$ cat config.mk
export PLATFORM = sky130hd
export DESIGN_NAME = ramped_gain_scaler_core
export DESIGN_NICKNAME = d
export VERILOG_FILES = /design/src/sv/gsc_pkg.sv /design/src/sv/gsc_div.sv /design/src/sv/gsc_dp.sv /design/src/sv/gsc_ctrl.sv /design/src/sv/ramped_gain_scaler_core.sv
export SDC_FILE = /design/constraint.sdc
export NUM_CORES = 2
export LEC_CHECK = 0
export BUFFER_PORTS_ARGS = -buffer_cell sky130_fd_sc_hd__buf_2
export CAP_MARGIN = 20
export CORE_MARGIN = 4
export CORE_UTILIZATION = 60
export CTS_BUF_LIST = sky130_fd_sc_hd__clkbuf_2
export DETAILED_ROUTE_END_ITERATION = 7
export PLACE_DENSITY = 0.79
export SLEW_MARGIN = 30
export SYNTH_ARGS = -nofsm -noshare
export SYNTH_HDL_FRONTEND = slang
export SYNTH_SLANG_ARGS = --single-unit
export TNS_END_PERCENT = 10
$ cat constraint.sdc
create_clock -name clk -period 12.5 [get_ports clk]
set_input_delay 2.5 -clock clk [delete_from_list [all_inputs] [get_ports clk]]
set_output_delay 2.5 -clock clk [all_outputs]
set_load 0.05 [all_outputs]
$ cat src/sv/gsc_pkg.sv
// shared types and constants for the ramped gain scaler
// no dependencies; imported by the controller, datapath and top level

package gsc_pkg;

	localparam int GAIN_W    = 24;
	localparam int LEN_W     = 16;
	localparam int ACC_EXTRA = 24;
	localparam int ACC_W     = GAIN_W + ACC_EXTRA;
	localparam int STEP_W    = ACC_W + 1;
	localparam int CFG_W     = GAIN_W;
	localparam int ADDR_W    = 1;

	localparam logic [ADDR_W-1:0] REG_TARGET_GAIN  = 1'b0;
	localparam logic [ADDR_W-1:0] REG_RAMP_SAMPLES = 1'b1;

	localparam logic [LEN_W-1:0] RAMP_RESET = 16'd480;

	typedef enum logic [1:0] {
		DIR_HOLD = 2'd0,
		DIR_UP   = 2'd1,
		DIR_DOWN = 2'd2
	} gsc_dir_t;

	typedef enum logic [2:0] {
		ST_IDLE,
		ST_CLAMP,
		ST_CHECK,
		ST_DIV,
		ST_MUL,
		ST_RES
	} gsc_state_t;

	typedef struct packed {
		logic load_in;
		logic mul_in;
		logic clamp;
		logic check;
		logic div_wr;
		logic mul_q;
		logic finish;
	} gsc_cmd_t;

	typedef struct packed {
		logic near;
		logic div_done;
		logic out_free;
	} gsc_sts_t;

endpackage

$ cat src/sv/gsc_div.sv
// bit-serial restoring divider, one quotient bit per cycle
// unsigned dividend and divisor; standalone, no package use

module gsc_div #(
	parameter int DW = 48,
	parameter int VW = 16
) (
	input  logic          clk,
	input  logic          arst_n,
	input  logic          start,
	input  logic [DW-1:0] dividend,
	input  logic [VW-1:0] divisor,
	output logic [DW-1:0] quotient,
	output logic          done
);

	localparam int CW = $clog2(DW);
	localparam logic [CW-1:0] LAST = CW'(DW - 1);

	logic          busy_q;
	logic          done_q;
	logic [CW-1:0] cnt_q;
	logic [DW-1:0] quo_q;
	logic [VW-1:0] rem_q;
	logic [VW-1:0] dvs_q;
	logic [VW:0]   rem_sh;
	logic [VW:0]   rem_sub;

	assign rem_sh  = {rem_q, quo_q[DW-1]};
	assign rem_sub = rem_sh - {1'b0, dvs_q};

	always_ff @(posedge clk or negedge arst_n) begin
		if (!arst_n) begin
			busy_q <= 1'b0;
			done_q <= 1'b0;
			cnt_q  <= '0;
		end else begin
			done_q <= 1'b0;
			if (start) begin
				busy_q <= 1'b1;
				cnt_q  <= '0;
			end else if (busy_q) begin
				cnt_q <= cnt_q + 1'b1;
				if (cnt_q == LAST) begin
					busy_q <= 1'b0;
					done_q <= 1'b1;
				end
			end
		end
	end

	always_ff @(posedge clk) begin
		if (start) begin
			quo_q <= dividend;
			rem_q <= '0;
			dvs_q <= divisor;
		end else if (busy_q) begin
			if (!rem_sub[VW]) begin
				rem_q <= rem_sub[VW-1:0];
				quo_q <= {quo_q[DW-2:0], 1'b1};
			end else begin
				rem_q <= rem_sh[VW-1:0];
				quo_q <= {quo_q[DW-2:0], 1'b0};
			end
		end
	end

	assign quotient = quo_q;
	assign done     = done_q;

endmodule

$ cat src/sv/gsc_dp.sv
// datapath: config registers, gain accumulator, step divide, multiply, round and saturate
// depends on gsc_pkg and gsc_div

module gsc_dp #(
	parameter int SAMPLE_BITS    = 24,
	parameter int GAIN_FRAC_BITS = 20
) (
	input  logic                          clk,
	input  logic                          arst_n,
	input  logic                          cfg_wr,
	input  logic [gsc_pkg::ADDR_W-1:0]    cfg_addr,
	input  logic [gsc_pkg::CFG_W-1:0]     cfg_data,
	input  logic signed [SAMPLE_BITS-1:0] sample_in,
	input  logic                          frame_last,
	input  gsc_pkg::gsc_cmd_t             cmd,
	output gsc_pkg::gsc_sts_t             sts,
	input  logic                          out_ready,
	output logic                          out_valid,
	output logic [SAMPLE_BITS-1:0]        sample_out,
	output logic                          clipped
);

	import gsc_pkg::*;

	localparam int SB = SAMPLE_BITS;
	localparam int GF = GAIN_FRAC_BITS;
	localparam int PW = SB + GAIN_W + 1;

	localparam logic [GAIN_W-1:0] TARGET_RESET = GAIN_W'(64'd1 << GF);
	localparam logic [ACC_W-1:0]  UNITY_ACC    = {TARGET_RESET, {ACC_EXTRA{1'b0}}};
	localparam logic signed [PW:0] HALF = {{PW{1'b0}}, 1'b1} << (GF - 1);
	localparam logic [SB-1:0] SMAX = {1'b0, {(SB-1){1'b1}}};
	localparam logic [SB-1:0] SMIN = {1'b1, {(SB-1){1'b0}}};
	localparam logic signed [STEP_W-1:0] NEAR_HI = STEP_W'(64'd1 << ACC_EXTRA);
	localparam logic signed [STEP_W-1:0] NEAR_LO = -NEAR_HI;

	logic [GAIN_W-1:0]         target_q;
	logic [LEN_W-1:0]          ramp_q;
	logic [ACC_W-1:0]          acc_q;
	logic signed [STEP_W-1:0]  step_q;
	gsc_dir_t                  dir_q;
	logic                      frame_open_q;
	logic                      neg_q;
	logic signed [SB-1:0]      sample_q;
	logic                      flast_q;
	logic signed [PW-1:0]      prod_s1;
	logic                      out_valid_q;
	logic [SB-1:0]             out_sample_q;
	logic                      out_clip_q;

	logic [ACC_W-1:0]          t_acc;
	logic [LEN_W-1:0]          len;
	logic signed [STEP_W-1:0]  diff;
	logic [ACC_W-1:0]          mag;
	logic                      near;
	logic                      div_start;
	logic [ACC_W-1:0]          quo;
	logic                      div_done;
	logic                      snap;
	logic                      mul;
	logic [GAIN_W-1:0]         gain;
	logic signed [SB-1:0]      mul_a;
	logic signed [GAIN_W:0]    mul_b;
	logic signed [PW:0]        rsum;
	logic signed [PW:0]        rshift;
	logic [PW-GF-SB+1:0]       hi_bits;
	logic                      sat;
	logic [SB-1:0]             res;
	logic signed [STEP_W:0]    adv;
	logic [ACC_W-1:0]          adv_sat;

	assign t_acc = {target_q, {ACC_EXTRA{1'b0}}};
	assign len   = (ramp_q == '0) ? LEN_W'(1) : ramp_q;
	assign diff  = $signed({1'b0, t_acc}) - $signed({1'b0, acc_q});
	assign near  = (diff < NEAR_HI) && (diff > NEAR_LO);
	assign mag   = diff[STEP_W-1] ? ACC_W'(-diff) : diff[ACC_W-1:0];
	assign div_start = cmd.check && !near;

	gsc_div #(
		.DW(ACC_W),
		.VW(LEN_W)
	) u_div (
		.clk      (clk),
		.arst_n   (arst_n),
		.start    (div_start),
		.dividend (mag),
		.divisor  (len),
		.quotient (quo),
		.done     (div_done)
	);

	// snap to target at the first channel of a frame once crossed
	assign snap = !frame_open_q &&
		((dir_q == DIR_UP && acc_q >= t_acc) || (dir_q == DIR_DOWN && acc_q <= t_acc));
	assign mul   = cmd.mul_in || cmd.mul_q;
	assign gain  = snap ? target_q : acc_q[ACC_W-1:ACC_EXTRA];
	assign mul_a = cmd.mul_in ? sample_in : sample_q;
	assign mul_b = $signed({1'b0, gain});

	// round half up, then saturate
	assign rsum    = $signed({prod_s1[PW-1], prod_s1}) + HALF;
	assign rshift  = rsum >>> GF;
	assign hi_bits = rshift[PW-GF:SB-1];
	assign sat     = !((&hi_bits) || !(|hi_bits));
	assign res     = sat ? (rshift[PW] ? SMIN : SMAX) : rshift[SB-1:0];

	assign adv = $signed({2'b00, acc_q}) + $signed({step_q[STEP_W-1], step_q});
	always_comb begin
		if (adv[STEP_W]) begin
			adv_sat = '0;
		end else if (adv[ACC_W]) begin
			adv_sat = '1;
		end else begin
			adv_sat = adv[ACC_W-1:0];
		end
	end

	always_ff @(posedge clk or negedge arst_n) begin
		if (!arst_n) begin
			target_q     <= TARGET_RESET;
			ramp_q       <= RAMP_RESET;
			acc_q        <= UNITY_ACC;
			step_q       <= '0;
			dir_q        <= DIR_HOLD;
			frame_open_q <= 1'b0;
			out_valid_q  <= 1'b0;
		end else begin
			if (cfg_wr) begin
				case (cfg_addr)
					REG_TARGET_GAIN:  target_q <= cfg_data;
					REG_RAMP_SAMPLES: ramp_q   <= cfg_data[LEN_W-1:0];
					default: ;
				endcase
			end
			if (cmd.clamp) begin
				frame_open_q <= 1'b0;
				if ((dir_q == DIR_UP && acc_q > t_acc) ||
					(dir_q == DIR_DOWN && acc_q < t_acc)) begin
					acc_q <= t_acc;
				end
			end
			if (cmd.check && near) begin
				acc_q  <= t_acc;
				step_q <= '0;
				dir_q  <= DIR_HOLD;
			end
			if (cmd.div_wr) begin
				step_q <= neg_q ? -$signed({1'b0, quo}) : $signed({1'b0, quo});
				if (quo == '0) begin
					dir_q <= DIR_HOLD;
				end else begin
					dir_q <= neg_q ? DIR_DOWN : DIR_UP;
				end
			end
			if (mul && snap) begin
				acc_q <= t_acc;
			end
			if (cmd.finish) begin
				out_valid_q  <= 1'b1;
				frame_open_q <= !flast_q;
				if (flast_q) begin
					acc_q <= adv_sat;
				end
			end else if (out_ready) begin
				out_valid_q <= 1'b0;
			end
		end
	end

	always_ff @(posedge clk) begin
		if (cmd.load_in) begin
			sample_q <= sample_in;
			flast_q  <= frame_last;
		end
		if (div_start) begin
			neg_q <= diff[STEP_W-1];
		end
		if (mul) begin
			prod_s1 <= mul_a * mul_b;
		end
		if (cmd.finish) begin
			out_sample_q <= res;
			out_clip_q   <= sat;
		end
	end

	assign sts.near     = near;
	assign sts.div_done = div_done;
	assign sts.out_free = !out_valid_q || out_ready;

	assign out_valid  = out_valid_q;
	assign sample_out = out_sample_q;
	assign clipped    = out_clip_q;

endmodule

$ cat src/sv/gsc_ctrl.sv
// controller state machine sequencing the gain datapath
// depends on gsc_pkg

module gsc_ctrl (
	input  logic              clk,
	input  logic              arst_n,
	input  logic              in_valid,
	input  logic              block_start,
	input  gsc_pkg::gsc_sts_t sts,
	output logic              in_ready,
	output gsc_pkg::gsc_cmd_t cmd
);

	import gsc_pkg::*;

	gsc_state_t state_q;
	gsc_state_t state_d;

	always_ff @(posedge clk or negedge arst_n) begin
		if (!arst_n) begin
			state_q <= ST_IDLE;
		end else begin
			state_q <= state_d;
		end
	end

	always_comb begin
		state_d = state_q;
		case (state_q)
			ST_IDLE: begin
				if (in_valid) begin
					state_d = block_start ? ST_CLAMP : ST_RES;
				end
			end
			ST_CLAMP: state_d = ST_CHECK;
			ST_CHECK: state_d = sts.near ? ST_MUL : ST_DIV;
			ST_DIV: begin
				if (sts.div_done) begin
					state_d = ST_MUL;
				end
			end
			ST_MUL: state_d = ST_RES;
			ST_RES: begin
				if (sts.out_free) begin
					state_d = ST_IDLE;
				end
			end
			default: state_d = ST_IDLE;
		endcase
	end

	always_comb begin
		in_ready    = 1'b0;
		cmd         = '0;
		case (state_q)
			ST_IDLE: begin
				in_ready    = 1'b1;
				cmd.load_in = in_valid;
				cmd.mul_in  = in_valid && !block_start;
			end
			ST_CLAMP: cmd.clamp  = 1'b1;
			ST_CHECK: cmd.check  = 1'b1;
			ST_DIV:   cmd.div_wr = sts.div_done;
			ST_MUL:   cmd.mul_q  = 1'b1;
			ST_RES:   cmd.finish = sts.out_free;
			default: ;
		endcase
	end

endmodule

$ cat src/sv/ramped_gain_scaler_core.sv
// ramped gain scaler top level: stream ports, config port, controller and datapath
// depends on gsc_pkg, gsc_ctrl, gsc_dp (which holds gsc_div)

// Scales interleaved signed samples by a gain that ramps linearly toward the
// target_gain register (unsigned Q4.20) over ramp_samples frames, with the
// product rounded and saturated and clipped set on saturation. Results leave
// through an output register, so the next sample is taken while a result
// waits. An ordinary sample is multiplied as it is taken; the result state
// rounds, saturates and, at a frame's last sample, advances the gain. A
// block_start sample passes clamp, check, the step divide (one quotient bit
// per cycle over the 48-bit gain accumulator), multiply and result; the
// divide is skipped when the gain lies within one gain LSB of the target.
// Output stalls hold the result state. Write configuration only while idle.

module ramped_gain_scaler_core #(
	parameter int SAMPLE_BITS    = 24,
	parameter int GAIN_FRAC_BITS = 20
) (
	input  logic                                clk,
	input  logic                                arst_n,
	input  logic                                cfg_valid,
	output logic                                cfg_ready,
	input  logic [gsc_pkg::ADDR_W-1:0]          cfg_addr,
	input  logic [gsc_pkg::CFG_W-1:0]           cfg_data,
	input  logic                                s_tvalid,
	output logic                                s_tready,
	input  logic [((SAMPLE_BITS+7)/8)*8-1:0]    s_tdata,  // sample_in
	input  logic                                s_tlast,  // frame_last
	input  logic                                s_tuser,  // block_start
	output logic                                m_tvalid,
	input  logic                                m_tready,
	output logic [((SAMPLE_BITS+7)/8)*8-1:0]    m_tdata,  // sample_out
	output logic                                m_tuser   // clipped
);

	import gsc_pkg::*;

	localparam int TDW = ((SAMPLE_BITS + 7) / 8) * 8;

	gsc_cmd_t               cmd;
	gsc_sts_t               sts;
	logic [SAMPLE_BITS-1:0] sample_out;

	assign cfg_ready = 1'b1;

	gsc_ctrl u_ctrl (
		.clk         (clk),
		.arst_n      (arst_n),
		.in_valid    (s_tvalid),
		.block_start (s_tuser),
		.sts         (sts),
		.in_ready    (s_tready),
		.cmd         (cmd)
	);

	gsc_dp #(
		.SAMPLE_BITS    (SAMPLE_BITS),
		.GAIN_FRAC_BITS (GAIN_FRAC_BITS)
	) u_dp (
		.clk        (clk),
		.arst_n     (arst_n),
		.cfg_wr     (cfg_valid),
		.cfg_addr   (cfg_addr),
		.cfg_data   (cfg_data),
		.sample_in  ($signed(s_tdata[SAMPLE_BITS-1:0])),
		.frame_last (s_tlast),
		.cmd        (cmd),
		.sts        (sts),
		.out_ready  (m_tready),
		.out_valid  (m_tvalid),
		.sample_out (sample_out),
		.clipped    (m_tuser)
	);

	assign m_tdata = TDW'(sample_out);

endmodule

Word-level counts from Yosys, hierarchy flattened. Cells that the tools add are included. W data, S select, Z words.

Register bits after elaboration: 332. Input bits: 56. Output and inout port bits: 28.

Add/sub/neg operators: 7. Multiply operators: 1. $lt $le $gt $ge: 6. Eq/ne operators: 11. Multiplexer cells: 49. Bitwise gates (word level): 1. Reduce and logical (&&, ||, !) cells: 34.

Operators with widths (count): $mux W48 (11); $mux W49 (3); $mux W24 (4); $add A49 B21 Y50 const B (1); $add A49 B49 Y50 (1); $gt A49 B25 Y1 const B (1); $lt A49 B26 Y1 const B (1); $mul A24 B25 Y49 (1); $neg A48 Y49 (1); $sub A48 B48 Y49 (1); $ge A48 B48 Y1 (1); $gt A48 B48 Y1 (1); $le A48 B48 Y1 (1); $logic_not A48 Y1 (1); $lt A48 B48 Y1 (1); $neg A48 Y48 (1); $pmux W3 S6 (1); $mux W1 (17); $sub A17 B16 Y17 (1); $logic_not A16 Y1 (1); $mux W16 (1); $mux W3 (5); $mux W6 (2); $logic_and A1 B1 Y1 (10); other kinds (19) (40).

Logic depth before layout (Yosys ltp).
Depth after elaboration: 9. Gate-level depth with buffers: 41. Gate-level depth less buffers: 38.

By module. From an unflattened synthesis, not the netlist that was laid out.

Cells, all modules: 4637. Area total of the unflattened synthesis: 41177.0 sq um.

Modules (own cells, without submodules): gsc_dp (instances 1, cells an instance 4216, area each 36334.8 sq um, sequential area each 5968.2 sq um); gsc_div (instances 1, cells an instance 385, area each 4564.4 sq um, sequential area each 2442.3 sq um); gsc_ctrl (instances 1, cells an instance 34, area each 266.5 sq um, sequential area each 75.1 sq um); ramped_gain_scaler_core (instances 1, cells an instance 2, area each 11.3 sq um, sequential area each 0.0 sq um).

Worst setup path before layout. No wires, ideal clock.

Path type: input to register. From: input port s_tvalid. To: register u_dp.prod_s1[46] (data pin). Library setup time: 0.272 ns. Arrival: 10.502 ns. Setup slack: 1.725 ns. Stages on the path: 32. Buffers on the path: 2. Cells stage by stage: nor2b_1 -> nand2_1 -> buf_1 -> buf_1 -> mux2i_1 -> nor2_1 -> fa_1 -> fa_1 -> inv_1 -> fa_1 -> inv_1 -> fa_1 -> inv_1 -> fa_1 -> inv_1 -> fa_1 -> inv_1 -> fa_1 -> inv_1 -> ha_1 -> a21o_1 -> a21o_1 -> a21o_1 -> a21o_1 -> a21oi_1 -> o21ai_0 -> nor2_1 -> a31oi_2 -> a41o_2 -> a211oi_4 -> o21a_2 -> o211ai_1.

Longest elaborated chain between the ends: 4.

Ends and longest elaborated chain: start: declaration (RTL line ramped_gain_scaler_core.sv:25) `input logic s_tvalid,`; $logic_and A1 B1 Y1 (RTL line gsc_ctrl.sv:59) `cmd.mul_in = in_valid && !block_start;`; $mux W2 (RTL line gsc_ctrl.sv:55) `case (state_q)`; $mux W24 (RTL line gsc_dp.sv:97) `assign mul_a = cmd.mul_in ? sample_in : sample_q;`; $mul A24 B25 Y49 (RTL line gsc_dp.sv:179) `prod_s1 <= mul_a * mul_b;`; end signal: assignment (RTL line gsc_dp.sv:179); end: declaration (RTL line gsc_dp.sv:46) `logic signed [PW-1:0] prod_s1;`.

Every way passes these cells. A chain may end at the register's enable or synchronous reset.

Worst setup path in the final report.
From: register u_dp.target_q[2]. To: register u_dp.prod_s1[46] (data pin).

Longest elaborated chain between the ends: 6. Elaborated cells between the ends (all ways): 8. Those cells by class: mul: 1; order compare: 2; mux: 1; reduce/logical: 4.

Ends and longest elaborated chain: start: declaration (RTL line gsc_dp.sv:37) `logic [GAIN_W-1:0] target_q;`; start signal: assignment (RTL line gsc_dp.sv:130) `REG_TARGET_GAIN: target_q <= cfg_data;`; $ge A48 B48 Y1 / $le A48 B48 Y1 (equally long branches) (RTL line gsc_dp.sv:94) `((dir_q == DIR_UP && acc_q >= t_acc) || (dir_q == DIR_DOWN && acc_q <= t_acc));`; $logic_and A1 B1 Y1 (RTL line gsc_dp.sv:94); $logic_or A1 B1 Y1 (RTL line gsc_dp.sv:94); $logic_and A1 B1 Y1 (RTL line gsc_dp.sv:93) `assign snap = !frame_open_q &&`; $mux W24 (*) (RTL line gsc_dp.sv:96) `assign gain = snap ? target_q : acc_q[ACC_W-1:ACC_EXTRA];`; $mul A24 B25 Y49 (*) (RTL line gsc_dp.sv:179).

Mark *: on every way between the ends. The rest lies on a longest branch, timed or not.

==> reports/metrics.csv <==
stage;metric;value;unit
outcome;run_status;completed;
final_layout;nets;5280;
power_and_ir_drop;peakVddDrop;0.0812;mV
die;die_area;70300;um2
die;die_w;265;um
sta;worst_pin_slew;1.01;ns
sta;post-route-period-util;91.6;%
final_layout;fin_area;41900;um2
synth;yosysWarnings;0;
placed_design;gp_congestion;1.05;
critical_path;r2r_start;u_dp.target_q[2];
placed_design;port_buffers;82;
die;initial_core_util;60.5;%
cts;h-tree-depth;3;
final_layout;register_area;8490;um2
sta;fin_ws;1.05;ns
placed_design;dpl.hpwl;95.0;mm
placed_design;post-place-ws;1.17;ns
critical_path;max_stage_delay;0.69;ns
routing;wl_per_cell;22.3;um
synth;ys_seq_area_share;21.4;%
power_and_ir_drop;leakage;20.0;nW
critical_path;critPathArrivalTime;12.34;ns
sta;rsz0062_at_grt;no;
routing;routed-via-count;33295;
grt;grt_max_degree;100;
final_layout;final_cells;5392;
sta;setup_viol;0;
final_layout;area_growth;5.58;%
final_layout;drive_above_1_share;9.78;%
synth;synth_area;39700;um2
routing;wl;120;mm
cts;cts_buffers;88;
final_layout;num-fill-cells;5440;
grt;grt_pass1_vias;33823;
synth;syn_avg_cell_area;8.99;um2
sta;slew_violations;0;
sta;tns;0;ns
critical_path;path_class;flop to flop;
sta;finalHoldViolCount;0;
critical_path;required;13.40;ns
cts;clkSinkCount;313;
routing;drc;0;
cts;clock_latency;1.25;ns
cts;post-cts-setup-buffer-count;0;
synth;synth_nets;5244;
grt;antenna_found_initial;6;
synth;synthCells;4415;
routing;ant_nets;0;
critical_path;cp_max_fo;48;
placed_design;dpl_cell_area;41100;um2
synth;async_flop_share;48.6;%
sta;slew_headroom;32.4;%
critical_path;crit_slowest_cell;o32ai_1;
synth;synth_ff_type;dfrtp_1;
final_layout;multi_input_area;28100;um2
sta;max_freq;0.0874;GHz
run;cap_violations;0;
grt;grt_pass1_wl;188;mm
synth;synth-seq-cells;313;
sta;min_period;11.45;ns
die;ios;84;
die;core_area;65600;um2
cts;root_buffer;clkbuf_2;
routing;drt_iter0_drc;3226;
die;num_rows;94;
critical_path;startpoint_type;flop;
placed_design;placed_cells;5225;
critical_path;crit_path_start;u_dp.target_q[2];
final_layout;layout_commonest_cell;inv_1;
critical_path;critPathCaptureType;flop;
sta;fin_skew;0.149;ns
cts;cts_hold_buffers;0;
cts;cts_tree;done;
cts;ctsResizeCount;0;
critical_path;cp_common_cell;fa_1;
final_layout;final_cell_mix;inv_1, nand2_1, fa_1;
die;die_h;265;um
cts;path_clk_slew;0.10;ns
sta;holdWs;0.475;ns
grt;overflow;0;
power_and_ir_drop;p_per_area;96.6;nW/um2
cts;clockBufferDepth;3;
worst_hold_path;hold_start;u_dp.ramp_q[11];
routing;viasPerCell;6.17;
grt;grtUsageTotal;34.4;%
synth;synth-edff-count;145;
routing;dr.pass1.iters;8;
worst_hold_path;hold_path.class;flop to flop;
synth;ys_types;104;
path summary, 6_finish.rpt:
| check | to | slack [ns] | depth (start not counted) |
|---|---|---|---|
| worst max register to register | u_dp.prod_s1[46] | 1.05 | 38 |
| max in group asynchronous | u_dp.acc_q[7] | 9.72 | 2 |
| min in group asynchronous | u_dp.u_div.cnt_q[4] | 1.37 | 1 |
| worst min-delay path | u_dp.u_div.dvs_q[11] | 0.48 | 0 |
| worst max-delay path | u_dp.prod_s1[46] | 1.05 | 38 |
| worst min register to register | u_dp.u_div.dvs_q[11] | 0.48 | 0 |
state kept, by name, summed over array words and instances (netlist names):
register	flops
u_ctrl.state_q	3
u_dp.acc_q	48
u_dp.clipped	1
u_dp.dir_q	2
u_dp.flast_q	1
u_dp.frame_open_q	1
u_dp.neg_q	1
u_dp.out_valid	1
u_dp.prod_s1	30
u_dp.ramp_q	16
u_dp.sample_out	24
u_dp.sample_q	24
u_dp.step_q	49
u_dp.target_q	24
u_dp.u_div.busy_q	1
u_dp.u_div.cnt_q	6
u_dp.u_div.done	1
u_dp.u_div.dvs_q	16
u_dp.u_div.quotient	48
u_dp.u_div.rem_q	16
Yosys cell counts, types with 27 or more instances:
library cell | number | area share (%)
inv_1 | 620 | 5.9
nand2_1 | 507 | 4.8
fa_1 | 483 | 24
nor2_1 | 481 | 4.5
ha_1 | 290 | 9.1
a21oi_1 | 247 | 3.1
clkbuf_1 | 178 | 1.7
dfrtp_1 | 146 | 9.2
edfxtp_1 | 145 | 11
xnor2_1 | 130 | 2.9
xor2_1 | 113 | 2.5
a21o_1 | 103 | 1.9
o21ai_0 | 93 | 1.2
o2bb2ai_1 | 71 | 1.6
mux2_2 | 65 | 1.8
nor3_1 | 58 | 0.73
nand3_1 | 45 | 0.57
mux2i_1 | 39 | 0.98
a211oi_1 | 32 | 0.61
nand4_1 | 29 | 0.46
nand2b_1 | 28 | 0.44
buf_2 | 27 | 0.34
worst max-delay path: cells and delay by family (launching register included):
family	cells	cell delay (ns)
adder cells (fa/ha/maj)	9	4.43
flip-flops	1	0.45
AND/OR/NAND/NOR	3	0.33
buffers and inverters	8	0.85
AO/OA/AOI/OAI	18	4.99
cell type report:
cell class                 count  share of cell area [%]
antenna                        7                  0.0418
clock buffer                 127                    1.52
clock inverter                33                   0.493
inverter                     621                    5.56
multi-input combinational   3259                    67.0
sequential                   313                    20.2
tap                          864                    2.58
timing repair buffer         168                    2.58
metrics by stage:
step / utilization, % / power (W)
after CTS: 63.8 / 0.00404
after global routing: 63.9 / 0.00431
after floorplan: - / 0.00272
after detailed placement: 62.6 / 0.00320
after global placement: 62.5 / 0.00315
final: 63.9 / 0.00405
cell families after synthesis:
logic type	after synthesis	share of synthesized area (%)
muxes	116	3.17
adders and majority gates	773	33.5
and+or+nand+nor	1331	14.8
other	1	0.00945
buffers and inverters	843	8.14
DFF	313	21.4
AOI/OAI and AO/OA	794	13.6
xor gates and xnor gates	244	5.40
power by group:
group	internal (W)	switching [W]
Sequential	0.00130	0.000192
Combinational	0.000704	0.00102
Clock	0.000307	0.000527
Total	0.00231	0.00174
routing by layer:
metal  up-vias  part of all wire, %  global-route usage (%)
met5         -                0.028                       0
met4         4                  6.3                    18.0
met3       414                   11                    8.63
met2      1855                   45                    54.4
met1     16275                   38                    44.2
li1      14747                    -                       -
Note: power is estimated with default switching activity, not from simulation.
